$ cat src/rtl/core/skf_pkg.sv
// skf_pkg: shared types, constants and fixed-point helpers for the scalar Kalman filter.
// Depends on nothing; used by skf_datapath, skf_ctrl and scalar_kalman_filter.
package skf_pkg;

    localparam int DW = 32;
    localparam int FB = 16;
    localparam int PW = 2 * DW;

    typedef logic signed [DW-1:0] word_t;
    typedef logic signed [PW-1:0] prod_t;

    localparam word_t WMAX = {1'b0, {(DW-1){1'b1}}};
    localparam word_t WMIN = {1'b1, {(DW-1){1'b0}}};
    localparam word_t ONE  = word_t'(64'sd1 <<< FB);

    typedef enum logic [2:0] {
        REG_A  = 3'd0,
        REG_B  = 3'd1,
        REG_Q  = 3'd2,
        REG_C  = 3'd3,
        REG_R  = 3'd4,
        REG_X0 = 3'd5,
        REG_P0 = 3'd6
    } reg_idx_t;

    // datapath operations, one per controller step
    typedef enum logic [4:0] {
        OP_NONE,
        OP_LOAD,    // latch inputs, restart reload
        OP_AX,      // t0 = a*x
        OP_BU,      // t1 = b*u
        OP_XP,      // xp = t0 + t1
        OP_AA,      // t0 = a*a
        OP_AAP,     // t0 = t0*p
        OP_BB,      // t1 = b*b
        OP_BBQ,     // t1 = t1*q
        OP_PP,      // pp = t0 + t1
        OP_CP,      // cp = c*pp
        OP_CCP,     // t0 = c*cp
        OP_DEN,     // den = t0 + r
        OP_DIVST,   // start divider
        OP_DIVSTEP, // one quotient bit
        OP_DIVEND,  // g from quotient
        OP_CXP,     // t0 = c*xp
        OP_INN,     // t0 = y - t0
        OP_GI,      // t0 = g*t0
        OP_XN,      // xn = xp + t0
        OP_GC,      // t0 = g*c
        OP_OMG,     // t0 = 1 - t0
        OP_PN,      // pn = t0*pp
        OP_CXN,     // t0 = c*xn
        OP_RES      // res = y - t0, commit state
    } op_t;

    typedef struct packed {
        op_t op;
    } cmd_t;

    typedef struct packed {
        logic div_done;
    } stat_t;

    typedef enum logic [1:0] {
        ST_IDLE,
        ST_RUN,
        ST_DIV,
        ST_OUT
    } state_t;

    typedef struct packed {
        word_t v;
        logic  sat;
    } sres_t;

    // product shifted right by FB with floor rounding, saturated
    function automatic sres_t fmul(word_t x, word_t y);
        prod_t p;
        prod_t s;
        sres_t r;
        begin
            p = prod_t'(x) * prod_t'(y);
            s = p >>> FB;
            if (s > prod_t'(WMAX)) begin
                r.v = WMAX; r.sat = 1'b1;
            end else if (s < prod_t'(WMIN)) begin
                r.v = WMIN; r.sat = 1'b1;
            end else begin
                r.v = s[DW-1:0]; r.sat = 1'b0;
            end
            return r;
        end
    endfunction

    function automatic sres_t sat_add(word_t x, word_t y, logic sub);
        logic signed [DW:0] s;
        sres_t r;
        begin
            s = sub ? ({x[DW-1], x} - {y[DW-1], y}) : ({x[DW-1], x} + {y[DW-1], y});
            if (s[DW] != s[DW-1]) begin
                r.v = s[DW] ? WMIN : WMAX; r.sat = 1'b1;
            end else begin
                r.v = s[DW-1:0]; r.sat = 1'b0;
            end
            return r;
        end
    endfunction

endpackage

$ cat src/rtl/core/skf_ctrl.sv
// skf_ctrl: sequencer that steps the datapath through one filter update.
// Depends on skf_pkg; drives skf_datapath.
module skf_ctrl (
    input  logic            aclk,
    input  logic            aresetn,
    input  logic            s_valid,
    output logic            s_ready,
    output logic            m_valid,
    input  logic            m_ready,
    output skf_pkg::cmd_t   cmd,
    input  skf_pkg::stat_t  stat
);

    skf_pkg::state_t state_reg, state_next;
    skf_pkg::op_t    op_reg, op_next;

    always_comb begin
        state_next = state_reg;
        op_next = op_reg;
        unique case (state_reg)
            skf_pkg::ST_IDLE: if (s_valid) begin
                state_next = skf_pkg::ST_RUN; op_next = skf_pkg::OP_AX;
            end
            skf_pkg::ST_RUN: begin
                if (op_reg == skf_pkg::OP_DIVST) begin
                    state_next = skf_pkg::ST_DIV; op_next = skf_pkg::OP_DIVSTEP;
                end else if (op_reg == skf_pkg::OP_RES) begin
                    state_next = skf_pkg::ST_OUT; op_next = skf_pkg::OP_NONE;
                end else begin
                    op_next = skf_pkg::op_t'(op_reg + 1'b1);
                end
            end
            skf_pkg::ST_DIV: if (stat.div_done) begin
                state_next = skf_pkg::ST_RUN; op_next = skf_pkg::OP_DIVEND;
            end
            skf_pkg::ST_OUT: if (m_ready) begin
                state_next = skf_pkg::ST_IDLE;
            end
            default: state_next = skf_pkg::ST_IDLE;
        endcase
    end

    // latch the input on the transfer edge itself
    always_comb begin
        s_ready = (state_reg == skf_pkg::ST_IDLE);
        m_valid = (state_reg == skf_pkg::ST_OUT);
        unique case (state_reg)
            skf_pkg::ST_IDLE: cmd.op = s_valid ? skf_pkg::OP_LOAD : skf_pkg::OP_NONE;
            skf_pkg::ST_OUT:  cmd.op = skf_pkg::OP_NONE;
            default:          cmd.op = op_reg;
        endcase
    end

    always_ff @(posedge aclk) begin
        if (!aresetn) begin
            state_reg <= skf_pkg::ST_IDLE;
            op_reg <= skf_pkg::OP_NONE;
        end else begin
            state_reg <= state_next;
            op_reg <= (state_reg == skf_pkg::ST_IDLE && !s_valid) ? skf_pkg::OP_NONE
                                                                    : op_next;
        end
    end

    a_one_side: assert property (@(posedge aclk) disable iff (!aresetn)
        !(s_ready && m_valid)) else $error("ready and valid both high");
    a_res_to_out: assert property (@(posedge aclk) disable iff (!aresetn)
        (op_reg == skf_pkg::OP_RES && state_reg == skf_pkg::ST_RUN) |=> m_valid)
        else $error("result not presented");
    a_hold_out: assert property (@(posedge aclk) disable iff (!aresetn)
        (m_valid && !m_ready) |=> m_valid) else $error("result dropped");

endmodule
$ cat config.mk
export PLATFORM = sky130hd
export DESIGN_NAME = skf_ctrl
export DESIGN_NICKNAME = d
export VERILOG_FILES = /design/src/rtl/core/skf_pkg.sv /design/src/rtl/core/skf_ctrl.sv
export SDC_FILE = /design/constraint.sdc
export NUM_CORES = 1
export LEC_CHECK = 0
export ABC_CLOCK_PERIOD_IN_PS = 2400
export BUFFER_PORTS_ARGS = -buffer_cell sky130_fd_sc_hd__buf_4
export CORE_AREA = 2 2 39 41
export CTS_BUF_LIST = sky130_fd_sc_hd__clkbuf_8
export DETAILED_ROUTE_END_ITERATION = 7
export DIE_AREA = 0 0 41 43
export PLACE_DENSITY = 0.78
export RECOVER_POWER = 25
export SLEW_MARGIN = 10
export SYNTH_ARGS = -nofsm -noshare
export SYNTH_HDL_FRONTEND = slang
export SYNTH_SLANG_ARGS = --single-unit
$ cat constraint.sdc
create_clock -name aclk -period 2.4 [get_ports aclk]
set_input_delay 0.36 -clock aclk [delete_from_list [all_inputs] [get_ports aclk]]
set_output_delay 0.36 -clock aclk [all_outputs]
set_load 0.05 [all_outputs]
# ---- Word level (Yosys, flattened, before mapping)
# Cells that the tools add are included.
dict set report totals {
  out_inout_bits 7
  word_cells 33
  in_bits 5
  regBits 7
}
dict set report op_classes {
  n_mux 13
  reduce_logical 7
  n_eq_ne 9
  n_addsub 1
  n_bitwise 1
}
# op count
set op_table {}
lappend op_table {{$mux 5} 4}
lappend op_table {{$pmux 5 s3} 1}
lappend op_table {{$mux 2} 5}
lappend op_table {{$pmux 5 s2} 1}
lappend op_table {{$pmux 2 s4} 1}
lappend op_table {{$add 5x1->5 const B} 1}
lappend op_table {{$eq 5x4->1 const B} 1}
lappend op_table {{$eq 5x5->1 const B} 1}
lappend op_table {{$eq 2x2->1 const B} 2}
lappend op_table {{$ne 2x2->1 const B} 2}
lappend op_table {{$reduce_and 4->1} 1}
lappend op_table {{$ne 3x3->1 const B} 1}
lappend op_table {{$reduce_and 3->1} 1}
lappend op_table {{$reduce_bool 3->1} 1}
lappend op_table {{$eq 2x1->1 const B} 1}
lappend op_table {{$logic_not 2->1} 1}
lappend op_table {{$ne 2x1->1 const B} 1}
lappend op_table {{$reduce_or 2->1} 1}
lappend op_table {{$logic_and 1x1->1} 1}
lappend op_table {{$logic_not 1->1} 1}
lappend op_table {{$mux 1} 1}
lappend op_table {{$not 1->1} 1}

# ---- Logic depth before layout (Yosys ltp)
dict set report depth {
  ltp_word 4
  ltp_mapped 6
  ltp_nobuf 6
}

# ---- Worst setup path before layout
# OpenSTA, ideal clock, no wires.
dict set report synth_timing {
  path_type {register -> output}
  startpoint {reg state_reg[0]}
  endpoint {out cmd[0] (netlist bit)}
  path_stages_with_launch 5
  required_ns 2.040
  arrival_time_ns 2.078
  path_slack_ns -0.038
  path_cell_list {dfxtp_1 inv_1 ha_1 nand2_1 o21ai_0}
}
# element line
set synth_rtl {}
lappend synth_rtl {{start: declaration} skf_ctrl.sv:14} ;# skf_pkg::state_t state_reg, state_next;
lappend synth_rtl {{start signal: assignment} skf_ctrl.sv:56} ;# state_reg <= skf_pkg::ST_IDLE;
lappend synth_rtl {{start signal: assignment} skf_ctrl.sv:59} ;# state_reg <= state_next;
lappend synth_rtl {{end: declaration} skf_ctrl.sv:10} ;# output skf_pkg::cmd_t cmd,

==> out/metrics.cfg <==
[clock_tree]
cts_tree=done
cts_buffers=3
cts_root_buf=clkbuf_8
clock-sinks=7
cts_max_level=1
cts_setup_buffers=0
max-clock-path-buffers=2
cts_hold_buffers=0
clock_latency_ps=230
cts_resized=0
clk_pin_slew_ps=50

[floorplanning]
die_x_um=41
initial_utilization_pct=46.5
core_mm2=0.00138
std_cell_rows=14
die_y_um=43
io-pin-count=12
die-area_mm2=0.00176

[timing]
worst_pin_slew_ps=587
whs_ps=409
fin_crit_sh_pct=83.5
fin_skew_ps=5.06
hold_viol_final=0
slew_headroom_pct=61.0
setup_violations=0
finalSetupTns_ps=0
drv_slew=0
period_needed_ps=2000
fmax_mhz=499
rsz0062_at_grt=no

[synthesis]
async_reset_ff_share_pct=0
synth-edff-count=0
yosys_warnings=0
ys_seq_area_share_pct=21.8
synth_area_per_cell_um2=8.25
yosys_register_bits=7
synthCells=78
synth_cell_type_count=33
synth_area_um2=643
synthFlopType=dfxtp_1
syn_nets=91

[critical_path]
crit_type=reg2out
cp_cell_sequence=inv_1, ha_1, nand2_1, o21ai_1, buf_4
crit_path_end_kind=output port
worstPathRequired_ps=2040
slowest_delay_ps=510
cp_slowest_cell=ha_1
cp-start-kind=flop
worstPathMaxFanout=13
cp_data_arrival_time_ps=1640

[global_routing]
grt_pass1_vias=584
track_usage_pct=20.7
grt_max_degree=14
overflow=0
grt_antenna_before_repair=0
grt_pass1_wl_um=2410

[layout]
layout_common_cells=buf_4 (9), nand2_1 (8), ha_1 (8)
instances_no_fill=106
n_fill_cell=137
multiInputGateArea_um2=459
fin_nets=104
largest_reg_flops=5
synthToLayoutAreaGrowth_pct=18.5
n_antenna_cell=0
final_common_cell=buf_4
drive_above_1_share_pct=18.9
seq_area_um2=140

[min_path]
hp-class=in2reg

[detailed_routing]
first_pass_iters=4
drc=0
wire_per_inst_um=14.0
viasPerCell=5.81
vias=616
routed_wl_um=1490
antenna_left=0
drtIter0Drc=17

[placed_design]
placement.io_buffers=11
gp_congestion=0.775
dp_hpwl_um=1130
place_inst=102

[power]
powerDensity_mw_per_mm2=1080
irDropWorstVdd_mv=0.513
p_leak_nw=0.334

[status]
outcome=completed

[run]
maxCapViolations=0

==> synth_stat cells (2+ instances only) <==
library cell  n  share of area (%)
a21oi_1       2                1.6
dfxtp_1       7                 22
nand4_1       2                1.9
nor2b_1       3                2.9
o311a_1       2                3.1
nand3_1       5                3.9
o221a_2       2                3.5
nor2_1        3                1.8
o21ai_0       4                3.1
inv_1         6                3.5
ha_1          8                 16
a31oi_1       2                1.9
nand2_1       8                4.7
and2_1        4                3.9
and2b_1       2                2.3
==> cell type report <==
type	instances	area share, %
repair buffers	11	9.85
clock inverters	1	0.493
inverters	6	2.96
multi-input cells	62	60.3
well taps	16	2.63
clock buffers	3	5.42
flip-flops and latches	7	18.4
==> report_power, final <==
group | switching [W] | internal (W)
registers | 0.0000354 | 0.000142
logic | 0.000311 | 0.000164
clock network | 0.0000579 | 0.000111
==> per-stage QoR <==
step                      setup WS, ps  instance area [µm²]  total power [W]  utilization, %
after CTS                          399                  774         0.000833            56.0
after global placement             694                  729         0.000653            52.7
final                              395                  762         0.000820            55.1
after detailed placement           603                  729         0.000663            52.7
after global routing               285                  762         0.000867            55.1
after floorplan                    330                  643         0.000553               -
==> kinds of logic (layout without fill, tap and decap cells) <==
| logic type | count (synthesis) | after routing | synth area share (%) |
|---|---|---|---|
| compound gates | 18 | 18 | 21.4 |
| fa+ha+maj | 8 | 8 | 15.6 |
| buf+inv | 9 | 21 | 6.03 |
| flops | 7 | 7 | 21.8 |
| mux | 1 | 1 | 1.56 |
| simple gates | 35 | 35 | 33.7 |
==> metal layers <==
| metal | part of all wire (%) | track usage, % |
|---|---|---|
| met1 | 42 | 23.7 |
| met4 | 3.8 | 15.3 |
| met2 | 49 | 30.6 |
| met3 | 4.9 | 6.28 |
| met5 | 0 | 0 |
==> critical path: cells and delay by family (launching register included) <==
kind            cells  cell delay [ps]
buf+inv             2              310
fa+ha+maj           1              510
simple gates        1              100
flops               1              400
compound gates      1               90
==> worst paths after layout <==
| kind | start | to | slack, ps | cells past startpoint |
|---|---|---|---|---|
| min reg2reg | op_reg[3] | op_reg[3] | 580 | 2 |
| max | state_reg[1] | cmd[0] | 400 | 5 |
| min | aresetn | state_reg[1] | 410 | 2 |
| max reg2reg | op_reg[0] | state_reg[0] | 580 | 6 |
(Power assumes the default switching activity.)
